$ cat src/hw/rtl/pkvm_pkg.sv
// Shared types, constants and register codes of the keyed value masker.
package pkvm_pkg;

  localparam int unsigned WordW        = 64;
  localparam int unsigned HalfW        = 32;
  localparam int unsigned CfgIndexW    = 2;
  localparam int unsigned DefQueueDepth = 2;

  // LCG multiplier of the noise generator, split into halves
  localparam logic [WordW-1:0] PcgMult   = 64'd6364136223846793005;
  localparam logic [HalfW-1:0] PcgMultLo = PcgMult[HalfW-1:0];
  localparam logic [HalfW-1:0] PcgMultHi = PcgMult[WordW-1:HalfW];

  // Configuration register indexes
  typedef enum logic [CfgIndexW-1:0] {
    REG_XOR_KEY          = 2'd0,
    REG_MULT_KEY         = 2'd1,
    REG_MULT_KEY_INVERSE = 2'd2,
    REG_STREAM_INCREMENT = 2'd3
  } reg_index_t;

  // Command codes
  typedef enum logic {
    CMD_MASK   = 1'b0,
    CMD_UNMASK = 1'b1
  } command_t;

  typedef struct packed {
    logic [WordW-1:0] xor_key;
    logic [WordW-1:0] mult_key;
    logic [WordW-1:0] mult_key_inverse;
    logic [WordW-1:0] stream_increment;
  } keys_t;

  // Work item handed from the front to the back: multiply operand by factor
  typedef struct packed {
    command_t         command;
    logic [WordW-1:0] operand;
    logic [WordW-1:0] factor;
  } work_t;

endpackage

$ cat src/hw/rtl/pkvm_ifs.sv
// Valid/ready channel interfaces for commands and results.
interface pkvm_cmd_if;
  logic        valid;
  logic        ready;
  logic        command;
  logic [63:0] operand_word;

  modport source (output valid, output command, output operand_word, input ready);
  modport sink   (input valid, input command, input operand_word, output ready);
endinterface


$ cat src/hw/rtl/pkvm_front.sv
// Front end: accepts commands, draws noise, advances the generator, builds work items.
module pkvm_front (
  input  logic                  clk,
  input  logic                  rst,
  input  pkvm_pkg::keys_t       keys,
  pkvm_cmd_if.sink              request,
  input  logic                  queue_full,
  output logic                  push,
  output pkvm_pkg::work_t       work
);
  import pkvm_pkg::*;

  logic [WordW-1:0] gen_state;
  logic [WordW-1:0] gen_state_next;
  logic [WordW-1:0] pp_ll;
  logic [HalfW-1:0] pp_lh;
  logic [HalfW-1:0] pp_hl;
  logic [WordW-1:0] incr;
  logic [WordW-1:0] mixed_wide;
  logic [HalfW-1:0] mixed;
  logic [4:0]       turn;
  logic [2*HalfW-1:0] rot_pair;
  logic [HalfW-1:0] noise;
  logic [HalfW-1:0] hidden;
  logic [WordW-1:0] joined;
  logic             is_mask;

  // Accept whenever the queue has room
  assign request.ready = !queue_full;
  assign push          = request.valid && !queue_full;
  assign is_mask       = (command_t'(request.command) == CMD_MASK);

  // XSH-RR output of the current state
  assign mixed_wide = (gen_state >> 18) ^ gen_state;
  assign mixed      = mixed_wide[58:27];
  assign turn       = gen_state[63:59];
  assign rot_pair   = {mixed, mixed} >> turn;
  assign noise      = rot_pair[HalfW-1:0];

  // LCG step from three 32x32 partial products
  assign pp_ll = {32'd0, gen_state[HalfW-1:0]} * {32'd0, PcgMultLo};
  assign pp_lh = gen_state[WordW-1:HalfW] * PcgMultLo;
  assign pp_hl = gen_state[HalfW-1:0] * PcgMultHi;
  assign incr  = keys.stream_increment | 64'd1;
  assign gen_state_next = pp_ll + {pp_lh + pp_hl, 32'd0} + incr;

  // Form the word that the back end multiplies
  assign hidden = request.operand_word[HalfW-1:0] ^ noise;
  assign joined = {hidden, 32'd0} ^ {32'd0, noise};

  always_comb begin
    work.command = command_t'(request.command);
    if (is_mask) begin
      work.operand = joined ^ keys.xor_key;
      work.factor  = keys.mult_key;
    end else begin
      work.operand = request.operand_word;
      work.factor  = keys.mult_key_inverse;
    end
  end

  // Advance the generator on accepted mask transactions only
  always_ff @(posedge clk) begin
    if (rst) begin
      gen_state <= '0;
    end else if (push && is_mask) begin
      gen_state <= gen_state_next;
    end
  end

endmodule

$ cat src/flat_wrapper.sv
// flat-port wrapper written by rule: the top's interface ports become plain ports
module pkvm_front_flat import pkvm_pkg::*;
  (clk, rst, keys, queue_full, push, work, request_valid, request_command, request_operand_word, request_ready);
  pkvm_cmd_if request_i ();
  input  logic clk;
  input  logic rst;
  input  pkvm_pkg::keys_t keys;
  input  logic queue_full;
  output logic push;
  output pkvm_pkg::work_t work;
  input wire logic [$bits(request_i.valid)-1:0] request_valid;
  input wire logic [$bits(request_i.command)-1:0] request_command;
  input wire logic [$bits(request_i.operand_word)-1:0] request_operand_word;
  output wire logic [$bits(request_i.ready)-1:0] request_ready;
  assign request_i.valid = request_valid;
  assign request_i.command = request_command;
  assign request_i.operand_word = request_operand_word;
  assign request_ready = request_i.ready;
  pkvm_front u_core (.clk(clk), .rst(rst), .keys(keys), .request(request_i), .queue_full(queue_full), .push(push), .work(work));
endmodule
$ cat config.mk
export PLATFORM = sky130hd
export DESIGN_NAME = pkvm_front_flat
export DESIGN_NICKNAME = d
export VERILOG_FILES = /design/src/hw/rtl/pkvm_pkg.sv /design/src/hw/rtl/pkvm_ifs.sv /design/src/hw/rtl/pkvm_front.sv /design/src/flat_wrapper.sv
export SDC_FILE = /design/constraint.sdc
export NUM_CORES = 2
export LEC_CHECK = 0
export BUFFER_PORTS_ARGS = -buffer_cell sky130_fd_sc_hd__buf_2
export CORE_UTILIZATION = 30
export CTS_CLUSTER_DIAMETER = 60
export DETAILED_ROUTE_END_ITERATION = 8
export PLACE_DENSITY = 0.54
export SYNTH_ARGS = -nofsm -noshare
export SYNTH_HDL_FRONTEND = slang
export SYNTH_SLANG_ARGS = --single-unit
$ cat constraint.sdc
create_clock -name clk -period 28.2 [get_ports clk]
set_clock_uncertainty 0.2 [all_clocks]
set_input_delay 2.82 -clock clk [delete_from_list [all_inputs] [get_ports clk]]
set_output_delay 2.82 -clock clk [all_outputs]
set_load 0.05 [all_outputs]
==> flow_summary.ini <==
[run_status]
status = completed

[global_routing]
grt_pass1_wl_mm = 245.2
grt.overflow.total = 0
track_usage_pct = 22.24
grt_max_degree = 84
grt_pass1_vias = 36350
antenna_found_initial = 10

[worst_setup_path]
endpoint = u_core.gen_state[63]
cp-start-kind = register
startpoint = u_core.gen_state[36]
crit_slowest_cell = xnor2_1
crit_path_max_incr_delay_ns = 0.72
r2r_start = u_core.gen_state[36]
r2r_end = u_core.gen_state[63]
crit_path_end_kind = register
crit_required_ns = 28.31
arrival_ns = 13.04
reg2regPathDepth = 42
cp_common_cell = fa_1
cp_max_fo = 11
worstSetupPathType = register to register
reg2reg_slack_ns = 15.27

[synthesis]
syn_inst = 4788
syn-num-nets = 6878
syn-cell-area_mm2 = 0.04578
synth.distinct_cells = 77
yosys_warnings = 0
syn_area_per_cell_um2 = 9.561
synthFlopType = dfxtp_1
async_reset_ff_share_pct = 0
synth-edff-count = 0
yosys_register_bits = 64
ys_seq_area_share_pct = 2.799

[die]
rows = 142
die_h_um = 392.6
dieArea_mm2 = 0.1542
ioPinCount = 456
core_mm2 = 0.1507
die_w_um = 392.6
start_util_pct = 30.38

[route]
drtAntennaViolNets = 0
vias = 33850
drtIter0Drc = 2104
dr.pass1.iters = 5
drc = 0
via_per_inst = 4.661
finalWirelength_mm = 167.7
routedWlPerCell_um = 23.09

[cts]
cts_sinks = 64
htreeDepth = 3
post_cts_buffers = 0
tritoncts = done
clockBufferDepth = 2
clock-root-buffer = clkbuf_16
path_clk_slew_ns = 0.08
hold_buffers = 0
cts-resized-gates = 0
cts_buffers = 9
clock_latency_ns = 0.40

[finish]
fillers = 15810
nNetsFinal = 7327
area_delta_synth_final_pct = 11.67
final_area_mm2 = 0.05112
multiInputGateArea_mm2 = 0.03831
top_register = u_core.gen_state
final_common_cell = inv_1
largest_reg_flops = 64
final_cell_mix = 1550 x inv_1, 962 x fa_1, 803 x ha_1, 453 x buf_2, 208 x nand2_1
register_area_mm2 = 0.001282
drive_above_1_share_pct = 12.99
top_regs = u_core.gen_state x64

[timing]
tns_ns = 0
tightest_slew_ns = 1.085
rsz0062_at_grt = false
finalCriticalPeriod_ns = 12.93
relSlewSlack_pct = 26.87
finalCritPeriodShare_pct = 45.84
fmax_mhz = 77.35
hold_viol_final = 0
hold_ws_ns = 0.2614
finalSetupViolations = 0
slew_violations = 0

[placement]
numPortBuffers = 454
gp_congestion = 0.9869
dp.final_hpwl_mm = 149.4
place_area_mm2 = 0.05076

[min_path]
holdCritPathClass = register to register

[run]
drv_cap = 0
-- critical path, delay by kind of cell (launching register included) --
family                   cells  cell delay (ns)
adder cells (fa/ha/maj)     17             7.49
AO/OA/AOI/OAI               10             2.38
XOR/XNOR                     3             1.02
flip-flops                   1             0.43
buffers and inverters        9             0.72
AND/OR/NAND/NOR              3             0.57
-- final cells by class --
class | count | share of cell area, %
Clock buffer | 9 | 0.4406
Tap cell | 2016 | 4.934
Inverter | 1555 | 11.42
Sequential cell | 64 | 2.509
Timing Repair Buffer | 525 | 5.500
Multi-Input combinational cell | 3082 | 74.94
Clock inverter | 7 | 0.2448
Antenna cell | 3 | 0.01469
-- cell families after synthesis --
kind of cell             synth area share, %
flip-flops                             2.799
adder cells (fa/ha/maj)                64.02
XOR/XNOR                               4.813
multiplexers                           4.458
buffers and inverters                  13.54
AO/OA/AOI/OAI                          6.317
AND/OR/NAND/NOR                        4.059
-- how the worst min path moves through the flow --
| stage | to | from | cells after the start | slack, ns |
|---|---|---|---|---|
| finish | u_core.gen_state[59] | u_core.gen_state[59] | 2 | 0.26 |
| global route | u_core.gen_state[39] | u_core.gen_state[39] | 2 | 0.27 |
| CTS | u_core.gen_state[59] | u_core.gen_state[59] | 2 | 0.26 |
| detailed placement | u_core.gen_state[59] | u_core.gen_state[59] | 2 | 0.25 |
| global placement | u_core.gen_state[47] | u_core.gen_state[47] | 2 | 0.24 |
| floorplan | u_core.gen_state[56] | u_core.gen_state[56] | 2 | 0.33 |
-- cell usage after synthesis, drive strengths merged (3+ instances only) --
cell type | instances | area, µm²
a211o | 3 | 26.28
a211oi | 15 | 122.6
a21o | 51 | 382.9
a21oi | 154 | 785.8
a31oi | 17 | 106.4
a41oi | 4 | 35.03
and2 | 7 | 43.79
and3 | 16 | 100.1
buf | 27 | 132.6
clkbuf | 60 | 226.5
dfxtp | 64 | 1281
fa | 962 | 19260
ha | 803 | 10050
inv | 1555 | 5837
mux2 | 109 | 1227
mux2i | 79 | 790.8
nand2 | 208 | 780.8
nand2b | 10 | 62.56
nand3 | 29 | 145.1
nand3b | 3 | 22.52
nand4 | 15 | 93.84
nor2 | 73 | 276.5
nor2b | 15 | 93.84
nor3 | 16 | 80.08
o211ai | 19 | 166.4
o21a | 16 | 120.1
o21ai | 128 | 640.6
o21ba | 3 | 30.03
o21bai | 22 | 165.2
o22ai | 3 | 18.77
o31ai | 5 | 37.54
or2 | 5 | 31.28
or3 | 6 | 37.54
or4 | 5 | 37.54
xnor2 | 166 | 1454
xor2 | 83 | 727.0
-- metrics by stage --
stage	util [%]	instances	setup WS, ns
2_1_floorplan	-	4788	17.50
3_3_place_gp	33.69	7242	15.57
3_5_place_dp	33.69	7242	15.50
4_1_cts	33.92	7258	15.43
5_1_grt	33.93	7261	14.86
6_report	33.93	7261	15.27
-- routing by layer --
| layer | track usage, % | share of wire, % | up-vias |
|---|---|---|---|
| li1 | - | - | 15410 |
| met1 | 29.33 | 43 | 17230 |
| met2 | 37.78 | 48 | 1046 |
| met3 | 3.641 | 6.3 | 161 |
| met4 | 5.278 | 2.7 | 2 |
| met5 | 0 | 0.0072 | - |
Power is not shown: default switching activity piles up to over one toggle a cycle in this logic, so the estimate is an artifact.
