## src/hw/rtl/pkvm_pkg.sv

```systemverilog
// Shared types, constants and register codes of the keyed value masker.
package pkvm_pkg;

  localparam int unsigned WordW        = 64;
  localparam int unsigned HalfW        = 32;
  localparam int unsigned CfgIndexW    = 2;
  localparam int unsigned DefQueueDepth = 2;

  // LCG multiplier of the noise generator, split into halves
  localparam logic [WordW-1:0] PcgMult   = 64'd6364136223846793005;
  localparam logic [HalfW-1:0] PcgMultLo = PcgMult[HalfW-1:0];
  localparam logic [HalfW-1:0] PcgMultHi = PcgMult[WordW-1:HalfW];

  // Configuration register indexes
  typedef enum logic [CfgIndexW-1:0] {
    REG_XOR_KEY          = 2'd0,
    REG_MULT_KEY         = 2'd1,
    REG_MULT_KEY_INVERSE = 2'd2,
    REG_STREAM_INCREMENT = 2'd3
  } reg_index_t;

  // Command codes
  typedef enum logic {
    CMD_MASK   = 1'b0,
    CMD_UNMASK = 1'b1
  } command_t;

  typedef struct packed {
    logic [WordW-1:0] xor_key;
    logic [WordW-1:0] mult_key;
    logic [WordW-1:0] mult_key_inverse;
    logic [WordW-1:0] stream_increment;
  } keys_t;

  // Work item handed from the front to the back: multiply operand by factor
  typedef struct packed {
    command_t         command;
    logic [WordW-1:0] operand;
    logic [WordW-1:0] factor;
  } work_t;

endpackage

```

## src/hw/rtl/pkvm_queue.sv

```systemverilog
// Short FIFO of work items between the front and back ends.
module pkvm_queue #(
  parameter int unsigned QUEUE_DEPTH = pkvm_pkg::DefQueueDepth
) (
  input  logic            clk,
  input  logic            rst,
  input  logic            push,
  input  pkvm_pkg::work_t push_data,
  output logic            full,
  input  logic            pop,
  output logic            not_empty,
  output pkvm_pkg::work_t pop_data
);
  import pkvm_pkg::*;

  localparam int unsigned PtrW = (QUEUE_DEPTH > 1) ? $clog2(QUEUE_DEPTH) : 1;
  localparam int unsigned CntW = $clog2(QUEUE_DEPTH + 1);
  localparam logic [PtrW-1:0] LastPtr = PtrW'(QUEUE_DEPTH - 1);
  localparam logic [CntW-1:0] FullCnt = CntW'(QUEUE_DEPTH);

  work_t           slots [QUEUE_DEPTH];
  logic [PtrW-1:0] wr_ptr;
  logic [PtrW-1:0] rd_ptr;
  logic [CntW-1:0] count;
  logic            do_push;
  logic            do_pop;

  assign full      = (count == FullCnt);
  assign not_empty = (count != '0);
  assign pop_data  = slots[rd_ptr];
  assign do_push   = push && !full;
  assign do_pop    = pop && not_empty;

  // Store entries
  always_ff @(posedge clk) begin
    if (do_push) begin
      slots[wr_ptr] <= push_data;
    end
  end

  // Track pointers and fill level
  always_ff @(posedge clk) begin
    if (rst) begin
      wr_ptr <= '0;
      rd_ptr <= '0;
      count  <= '0;
    end else begin
      if (do_push) begin
        wr_ptr <= (wr_ptr == LastPtr) ? '0 : wr_ptr + 1'b1;
      end
      if (do_pop) begin
        rd_ptr <= (rd_ptr == LastPtr) ? '0 : rd_ptr + 1'b1;
      end
      if (do_push && !do_pop) begin
        count <= count + 1'b1;
      end else if (do_pop && !do_push) begin
        count <= count - 1'b1;
      end
    end
  end

endmodule

```

## config.mk

```make
export PLATFORM = sky130hd
export DESIGN_NAME = pkvm_queue
export DESIGN_NICKNAME = d
export VERILOG_FILES = /design/src/hw/rtl/pkvm_pkg.sv /design/src/hw/rtl/pkvm_queue.sv
export SDC_FILE = /design/constraint.sdc
export NUM_CORES = 1
export LEC_CHECK = 0
export ABC_AREA = 1
export BUFFER_PORTS_ARGS = -buffer_cell sky130_fd_sc_hd__buf_4
export CAP_MARGIN = 10
export CORE_UTILIZATION = 35
export DETAILED_ROUTE_END_ITERATION = 10
export PLACE_DENSITY_LB_ADDON = 0.08
export SLEW_MARGIN = 30
export SYNTH_ARGS = -nofsm -noshare
export SYNTH_HDL_FRONTEND = slang
export SYNTH_SLANG_ARGS = --single-unit
```

## constraint.sdc

```tcl
create_clock -name clk -period 6.78 [get_ports clk]
set_clock_uncertainty 0.05 [all_clocks]
set_input_delay 0.339 -clock clk [delete_from_list [all_inputs] [get_ports clk]]
set_output_delay 0.339 -clock clk [all_outputs]
set_load 0.01 [all_outputs]
```

==> flow_metrics.env, run 1 <==
export IMPL_outcome="completed"
export IMPL_clk_pin_slew_worst_paths_ps=60
export IMPL_diodes=0
export IMPL_slew_viol_final=0
export IMPL_hold_slack_ps=51.4
export IMPL_multi_input_area_um2=1580
export IMPL_grt_use_met1_pct=17.4
export IMPL_htree_levels=1
export IMPL_rows=60
export IMPL_dr_pass1_iters=6
export IMPL_ys_ff_latch=263
export IMPL_cts_sinks=263
export IMPL_nets=986
export IMPL_grt_overflow=0
export IMPL_slowest_stage="dfxtp_4"
export IMPL_ys_top_cells_by_count="258 x edfxtp_1, 129 x mux2_2, 13 x buf_6"
export IMPL_die_x_um=168
export IMPL_cp_cell_sequence="buf_6 -> mux2_2 -> buf_4"
export IMPL_wl_mm=20.3
export IMPL_final_cell_count_no_fill=1215
export IMPL_tightest_slew_ps=871
export IMPL_path_buf_inv=2
export IMPL_fmax_mhz=322
export IMPL_synth_ff_type="edfxtp_1"
export IMPL_reg2reg_depth=5
export IMPL_synth_most_common_cell="edfxtp_1"
export IMPL_cts_hold_buffers_added=129
export IMPL_powerDensity_nw_per_um2=333
export IMPL_grt_pass1_vias=5807
export IMPL_maxCapViolCount=0
export IMPL_crit_type="reg -> out"
export IMPL_synth_cell_types=13
export IMPL_syn_area_um2=9590
export IMPL_crit_arrival_ps=2720
export IMPL_grt_start_max_net_pins=73
export IMPL_slowest_delay_ps=880
export IMPL_synthArstFlopShare_pct=0
export IMPL_critPathCaptureType="primary output"
export IMPL_critPathLaunchType="register"
export IMPL_setup_tns_ps=0
export IMPL_synthCells=438
export IMPL_peakVddDrop_uv=194
export IMPL_r2r_slack_ps=4090
export IMPL_dieHeight_um=168
export IMPL_r2r_start="count[1]"
export IMPL_io_pins=264
export IMPL_fp_dieArea_um2=28100
export IMPL_area_delta_synth_final_pct=46.5
export IMPL_rsz0062_at_grt="false"
export IMPL_ant_nets=0
export IMPL_setup_violations=0
export IMPL_layout_drive_gt1_share_pct=50.0
export IMPL_crit_fanout=72
export IMPL_synth_top_area_share_pct=80.8
export IMPL_hold_class="in -> reg"
export IMPL_final_hold_viol_count=0
export IMPL_grt_pass1_wl_mm=31.1
export IMPL_drc=0
export IMPL_dpl_hpwl_mm=12.6
export IMPL_fill_cells=2270
export IMPL_fin_util_pct=52.1
export IMPL_synth_edf_count=258
export IMPL_slew_headroom_pct=41.9
export IMPL_cp_depth=3
export IMPL_synthesis_nets=572
export IMPL_min_period_over_period_pct=45.8
export IMPL_start_util_pct=35.6
export IMPL_grt_busiest_layer="met2"
export IMPL_grtUsageMet3_pct=3.69
export IMPL_synth_warnings=0
export IMPL_via_per_inst=4.44
export IMPL_critPathRequiredTime_ps=6390
export IMPL_r2r_end="slots[1][99]"
export IMPL_cts_setup_buffers=0
export IMPL_antenna_found_initial=0
export IMPL_synth_avg_cell_area_um2=21.9
export IMPL_dp_cells=1033
export IMPL_via_count=5391
export IMPL_synth_top_area_cell="edfxtp_1"
export IMPL_cts_tree="done"
export IMPL_worstSkewPairLatency_ps=520
export IMPL_synth_area_leaders="edfxtp_1 81%, mux2_2 15%, buf_6 1.5%"
export IMPL_p_leak_nw=5.26
export IMPL_wl_per_cell_um=16.7
export IMPL_area_sequential_um2=7850
export IMPL_use_met2_pct=25.1
export IMPL_core_area_um2=27000
export IMPL_critPathTopFamily="flip-flops"
export IMPL_place_gp_congestion=0.726
export IMPL_portBuffers=263
export IMPL_grt_usage_pct=14.3
export IMPL_crit_end="pop_data[127]"
export IMPL_numCtsBuffers=29
export IMPL_min_period_ps=3110
export IMPL_cts_root_buf="clkbuf_16"
export IMPL_drtIter0Drc=206
export IMPL_cts_resized=0
export IMPL_cts_buffer_depth=3
export IMPL_ys_seq_area_share_pct=81.8
power by group:
| part | total [W] | switching, W | internal (W) |
|---|---|---|---|
| Combinational | 0.00115 | 0.000541 | 0.000605 |
| Sequential | 0.00214 | 0.0000844 | 0.00206 |
| Clock | 0.00139 | 0.000576 | 0.000817 |
worst reg2reg max path, cell delays in order (launching register included):
cell     delay [ps]
dfxtp_1         310
inv_1           110
o21ai_0         280
nor2_4          160
buf_4           660
buf_6           690
metrics by stage:
| step | cell area [um^2] | power, W | worst slack [ps] |
|---|---|---|---|
| 2_1_floorplan | 9590 | 0.00280 | 215 |
| 3_3_place_gp | 11900 | 0.00326 | 3870 |
| 3_5_place_dp | 11900 | 0.00328 | 3790 |
| 4_1_cts | 14000 | 0.00476 | 3340 |
| 5_1_grt | 14100 | 0.00490 | 3490 |
| 6_report | 14100 | 0.00468 | 3670 |
how the worst min path moves through the flow:
stage / cells past startpoint / endpoint / startpoint / slack (ps)
2_1_floorplan: 0 / slots[0][0] / push_data[0] / 390
3_3_place_gp: 2 / rd_ptr / rd_ptr / 430
3_5_place_dp: 2 / rd_ptr / rd_ptr / 440
4_1_cts: 4 / count[1] / rst / 20
5_1_grt: 4 / count[1] / rst / 50
6_report: 4 / count[1] / rst / 50
per-layer routing:
metal | routed length [um] | vias to the layer above
met1 | 8200 | 2637
met5 | 0 | -
met3 | 1390 | 26
met2 | 10300 | 172
met4 | 339 | 0
li1 | - | 2556
cell usage in the layout (no fill, tap or decap), drive strengths merged:
cell / n
buf: 268
edfxtp: 258
mux2: 129
dlygate4sd3: 129
clkbuf: 37
clkinv: 15
inv: 8
nor2: 8
nand2: 7
dfxtp: 5
o21ai: 3
a21oi: 2
nand3: 2
nand4: 1
ha: 1
bufinv: 1
flip-flops by register name, indices dropped and copies added (netlist names), named ones only:
register and count:
rd_ptr 1, wr_ptr 1, slots 258, count 2
cells by family (layout without fill, tap and decap cells):
group	count (synthesis)	after routing	synth area share [%]
DFF	263	263	81.8
muxes	129	129	15.1
buffers and inverters	22	458	1.89
and+or+nand+nor	18	18	0.757
AOI/OAI and AO/OA	5	5	0.261
adders and majority gates	1	1	0.130
area by class of cell:
type                    count  share of cell area (%)
clock buffers              37                    5.38
well taps                 341                    3.04
inverters                   8                   0.214
clock inverters            16                   0.677
repair buffers            397                    23.6
flip-flops and latches    263                    55.9
multi-input cells         153                    11.2
Note: power is estimated with default switching activity, not from simulation.
==> run 2, diff against run 1 <==
- clock period: 6.78 -> 3.2 ns (I/O delays scaled with it)
==> flow_metrics.env, run 2 (synthesized netlist as in run 1, its figures left out) <==
export IMPL_htree_levels=1
export IMPL_via_count=5486
export IMPL_grt_pass1_wl_mm=32.1
export IMPL_cts_sinks=263
export IMPL_final_cell_mix="266 x buf_4, 258 x edfxtp_1, 131 x dlygate4sd3_1, 129 x mux2_2, 29 x clkbuf_16"
export IMPL_critPathLaunchType="register"
export IMPL_crit_end="pop_data[115]"
export IMPL_rows=60
export IMPL_final_common_cell="buf_4"
export IMPL_fp_dieArea_um2=28100
export IMPL_fin_util_pct=52.6
export IMPL_ant_nets=0
export IMPL_dpl_hpwl_mm=13.4
export IMPL_grt_pass1_vias=5909
export IMPL_cts_buffer_depth=3
export IMPL_grtUsageMet3_pct=4.14
export IMPL_tightest_slew_ps=786
export IMPL_min_period_ps=2440
export IMPL_slowest_stage="dfxtp_4"
export IMPL_hold_class="in -> reg"
export IMPL_largest_reg_flops=258
export IMPL_crit_type="reg -> out"
export IMPL_nets=989
export IMPL_cts_tree="done"
export IMPL_regMostFlops="slots"
export IMPL_use_met2_pct=25.7
export IMPL_setup_tns_ps=0
export IMPL_seqPwrFrac_pct=44.5
export IMPL_clk_pin_slew_worst_paths_ps=60
export IMPL_cp_cell_sequence="buf_4 -> mux2_2 -> buf_4"
export IMPL_io_pins=264
export IMPL_place_gp_congestion=0.753
export IMPL_cts_resized=0
export IMPL_portBuffers=263
export IMPL_antenna_found_initial=0
export IMPL_grt_overflow=0
export IMPL_core_area_um2=27000
export IMPL_p_sw_w=0.00260
export IMPL_rsz0062_at_grt="false"
export IMPL_cts_setup_buffers=0
export IMPL_switching_share_pct=25.6
export IMPL_clockPowerShare_pct=31.0
export IMPL_final_hold_viol_count=0
export IMPL_r2r_end="count[0]"
export IMPL_die_x_um=168
export IMPL_comb_power_share_pct=24.5
export IMPL_drc=0
export IMPL_powerDensity_nw_per_um2=717
export IMPL_crit_arrival_ps=2230
export IMPL_critPathCaptureType="primary output"
export IMPL_slew_viol_final=0
export IMPL_worstSkewPairLatency_ps=530
export IMPL_wl_per_cell_um=17.3
export IMPL_r2r_slack_ps=1210
export IMPL_min_period_over_period_pct=76.2
export IMPL_wl_mm=21.1
export IMPL_grt_start_max_net_pins=79
export IMPL_grt_use_met1_pct=17.4
export IMPL_area_delta_synth_final_pct=47.8
export IMPL_grt_busiest_layer="met2"
export IMPL_outcome="completed"
export IMPL_p_leak_nw=5.31
export IMPL_slew_headroom_pct=47.1
export IMPL_cp_common_cell="buf_4"
export IMPL_p_int_w=0.00756
export IMPL_numCtsBuffers=28
export IMPL_r2r_start="count[1]"
export IMPL_peakVddDrop_uv=406
export IMPL_dieHeight_um=168
export IMPL_top_regs="slots: 258 flops, count: 2 flops"
export IMPL_critPathRequiredTime_ps=2990
export IMPL_cts_root_buf="clkbuf_16"
export IMPL_via_per_inst=4.50
export IMPL_start_util_pct=35.6
export IMPL_dr_pass1_iters=4
export IMPL_fmax_mhz=410
export IMPL_drtIter0Drc=341
export IMPL_maxCapViolCount=0
export IMPL_setup_violations=0
export IMPL_reg2reg_depth=6
export IMPL_grt_usage_pct=14.7
export IMPL_diodes=0
export IMPL_layout_drive_gt1_share_pct=50.2
export IMPL_crit_fanout=37
export IMPL_cts_hold_buffers_added=131
export IMPL_slowest_delay_ps=690
-- run 2: worst min-delay path by stage --
stage | depth (start not counted) | to | slack, ps | from
after global routing | 2 | slots[1][116] | 280 | push_data[116]
after CTS | 5 | wr_ptr | 210 | push
after detailed placement | 1 | slots[1][127] | 300 | push_data[127]
after global placement | 1 | slots[0][127] | 290 | push_data[127]
after floorplan | 0 | slots[0][0] | 210 | push_data[0]
final | 5 | wr_ptr | 260 | push
-- run 2: worst max-delay path, delay by kind of cell, from the launching register on --
kind	cells	cell delay, ps
buf+inv	2	590
flops	1	690
mux	1	390
-- run 2: power groups by stage --
stage | Clock [W] | Combinational (W) | Sequential [W]
6_report | 0.00315 | 0.00249 | 0.00452
5_1_grt | 0.00338 | 0.00268 | 0.00457
4_1_cts | 0.00325 | 0.00253 | 0.00453
3_5_place_dp | 0 | 0.00239 | 0.00460
3_3_place_gp | 0 | 0.00236 | 0.00458
2_1_floorplan | 0 | 0.00133 | 0.00455
-- run 2: stage by stage --
stage | hold WS [ps] | std cells | instance area, um^2 | power [W] | setup WS [ps]
finish | 256 | 1218 | 14200 | 0.0102 | 761
global route | 284 | 1218 | 14200 | 0.0106 | 623
CTS | 211 | 1218 | 14200 | 0.0103 | 693
detailed placement | 298 | 1035 | 12000 | 0.00699 | 1250
global placement | 295 | 1035 | 12000 | 0.00694 | 1310
floorplan | 209 | 438 | 9600 | 0.00588 | -1230
-- run 2: layer usage --
metal | part of all wire [%] | wire length (um)
met4 | 2.9 | 606
met3 | 6.8 | 1430
met1 | 40 | 8400
met5 | 0 | 0
met2 | 51 | 10700
-- run 2: area by class of cell --
cell class | count | area (um^2)
Clock inverter | 16 | 146
Sequential cell | 263 | 7850
Timing Repair Buffer | 401 | 3390
Tap cell | 341 | 427
Multi-Input combinational cell | 153 | 1580
Clock buffer | 36 | 752
Inverter | 8 | 30.0
Fill cell | 2243 | 12800
==> run 3, diff against run 2 <==
- ABC_AREA: 1 -> 0
- clock period: 3.2 -> 2 ns (I/O delays scaled with it)
==> flow_metrics.env, run 3 <==
export IMPL_fin_util_pct=53.0
export IMPL_crit_end="pop_data[60]"
export IMPL_top_regs="slots: 258 flops, count: 2 flops"
export IMPL_hold_class="in -> reg"
export IMPL_r2r_start="count[1]"
export IMPL_die_x_um=167
export IMPL_peakVddDrop_uv=591
export IMPL_synth_ff_type="edfxtp_1"
export IMPL_synth_top_area_share_pct=81.0
export IMPL_cts_sinks=263
export IMPL_crit_arrival_ps=1780
export IMPL_critPathLaunchType="register"
export IMPL_clockPowerShare_pct=29.3
export IMPL_synth_compound_area_share_pct=0.262
export IMPL_synthCells=426
export IMPL_p_sw_w=0.00434
export IMPL_synthArstFlopShare_pct=0
export IMPL_synthMuxAreaShare_pct=15.2
export IMPL_area_delta_synth_final_pct=49.0
export IMPL_drc=0
export IMPL_critPathCaptureType="primary output"
export IMPL_seqPwrFrac_pct=42.7
export IMPL_grt_usage_pct=14.4
export IMPL_start_util_pct=35.6
export IMPL_numCtsBuffers=29
export IMPL_slew_headroom_pct=68.6
export IMPL_portBuffers=263
export IMPL_synth_top_area_cell="edfxtp_1"
export IMPL_cp_cell_sequence="buf_16 -> mux2_2 -> buf_4"
export IMPL_whs_path_depth=2
export IMPL_synth_most_common_cell="edfxtp_1"
export IMPL_place_gp_congestion=0.691
export IMPL_ant_nets=0
export IMPL_slew_viol_final=0
export IMPL_hold_start="push_data[55]"
export IMPL_r2r_slack_ps=180
export IMPL_hold_slack_ps=241
export IMPL_p_int_w=0.0123
export IMPL_area_sequential_um2=7850
export IMPL_maxCapViolCount=0
export IMPL_cts_root_buf="clkbuf_16"
export IMPL_ys_ff_latch=263
export IMPL_synth_cell_types=16
export IMPL_ys_top_cells_by_count="258 x edfxtp_1, 129 x mux2_2, 11 x buf_6"
export IMPL_final_cell_mix="267 x buf_4, 258 x edfxtp_1, 133 x dlygate4sd3_1, 128 x mux2_2, 29 x clkbuf_16"
export IMPL_syn_area_um2=9560
export IMPL_via_count=5363
export IMPL_multi_input_area_um2=1580
export IMPL_core_area_um2=26900
export IMPL_cts_tree="done"
export IMPL_powerDensity_nw_per_um2=1170
export IMPL_layout_drive_gt1_share_pct=51.4
export IMPL_final_common_cell="buf_4"
export IMPL_critPathRequiredTime_ps=1850
export IMPL_wl_mm=20.3
export IMPL_cts_buffer_depth=3
export IMPL_crit_fanout=34
export IMPL_outcome="completed"
export IMPL_dr_pass1_iters=5
export IMPL_dpl_hpwl_mm=12.7
export IMPL_critPathTopFamily="flip-flops"
export IMPL_synth_warnings=0
export IMPL_nets=985
export IMPL_slowest_stage="dfxtp_4"
export IMPL_via_per_inst=4.42
export IMPL_io_pins=264
export IMPL_ys_seq_area_share_pct=82.1
export IMPL_synth_simple_area_share_pct=0.510
export IMPL_p_leak_nw=5.32
export IMPL_synth_top_family_by_area="multiplexers"
export IMPL_htree_levels=1
export IMPL_grt_pass1_vias=5875
export IMPL_r2r_end="slots[0][79]"
export IMPL_synthAdderAreaFrac_pct=0.131
export IMPL_min_period_ps=1930
export IMPL_synthesis_nets=560
export IMPL_switching_share_pct=26.0
export IMPL_synth_edf_count=258
export IMPL_dieHeight_um=167
export IMPL_regMostFlops="slots"
export IMPL_comb_power_share_pct=28.0
export IMPL_synth_area_leaders="edfxtp_1 81%, mux2_2 15%, buf_6 1.3%"
export IMPL_drtIter0Drc=175
export IMPL_clk_pin_slew_worst_paths_ps=60
export IMPL_final_hold_viol_count=0
export IMPL_synth_avg_cell_area_um2=22.5
export IMPL_grt_overflow=0
export IMPL_synth_xor_area_share_pct=0.275
export IMPL_crit_type="reg -> out"
export IMPL_slowest_delay_ps=460
export IMPL_largest_reg_flops=258
export IMPL_min_period_over_period_pct=96.5
export IMPL_reg2reg_depth=4
export IMPL_grt_pass1_wl_mm=31.4
export IMPL_rsz0062_at_grt="true"
export IMPL_wl_per_cell_um=16.7
export IMPL_rows=60
export IMPL_grt_start_max_net_pins=76
export IMPL_path_buf_inv=2
export IMPL_cp_depth=3
export IMPL_fill_cells=2230
export IMPL_setup_violations=0
export IMPL_antenna_found_initial=2
export IMPL_fp_dieArea_um2=28000
export IMPL_worstSkewPairLatency_ps=520
export IMPL_fmax_mhz=518
export IMPL_tightest_slew_ps=471
[run 3: layer usage]
| metal | vias up | global-route usage, % | share of wire [%] |
|---|---|---|---|
| met4 | 0 | 4.91 | 2.4 |
| met3 | 38 | 3.26 | 5.5 |
| met5 | - | 0 | 0 |
| li1 | 2552 | - | - |
| met2 | 158 | 25.8 | 52 |
| met1 | 2615 | 16.9 | 40 |
[run 3: through the flow]
step	TNS, ps	setup WS (ps)	std cells	power, W	area (um^2)
after global placement	0	238	1025	0.0116	12000
after detailed placement	0	204	1025	0.0117	12000
after CTS	0	32.7	1212	0.0169	14200
after global routing	-2.77	-2.77	1214	0.0174	14300
final	0	69.9	1214	0.0167	14300
after floorplan	-127870	-991	426	0.00962	9580
[run 3: final cells by class]
cell class	instances	area share (%)
clock inverter	16	0.852
antenna	2	0.0351
multi-input combinational	147	11.1
clock buffer	35	5.25
inverter	2	0.0790
tap	341	2.99
timing repair buffer	408	24.6
sequential	263	55.1
[run 3: power by group through the flow]
| stage | Clock (W) | Combinational [W] | Sequential (W) |
|---|---|---|---|
| final | 0.00489 | 0.00466 | 0.00712 |
| after global routing | 0.00525 | 0.00499 | 0.00719 |
| after CTS | 0.00504 | 0.00475 | 0.00713 |
| after detailed placement | 0 | 0.00442 | 0.00728 |
| after global placement | 0 | 0.00438 | 0.00724 |
| after floorplan | 0 | 0.00243 | 0.00720 |
[run 3: worst register-to-register path: stages, from the launching register on]
cell	delay, ps
dfxtp_2	330
nor2b_4	140
or3_4	380
clkinvlp_4	120
buf_12	350
[run 3: how the worst min path moves through the flow]
stage / slack, ps / to
finish: 240 / slots[1][55]
global route: 220 / slots[1][111]
CTS: 210 / slots[0][5]
detailed placement: 240 / slots[1][31]
global placement: 230 / slots[1][44]
floorplan: 110 / count[1]
[run 3: what timing repair did]
item / 4_1_cts / 5_1_grt
buffers inserted: 3 / 0
hold buffers: 133 / 0
endpoints found under the setup margin: 113 / 2
cloned: 0 / 0
endpoints found under the hold margin: 263 / 0
resized for setup: 0 / 2
[run 3: kinds of logic after synthesis]
logic type	count (synthesis)
multiplexers	129
adder cells (fa/ha/maj)	1
flip-flops	263
XOR/XNOR	3
AND/OR/NAND/NOR	9
buffers and inverters	16
AO/OA/AOI/OAI	5
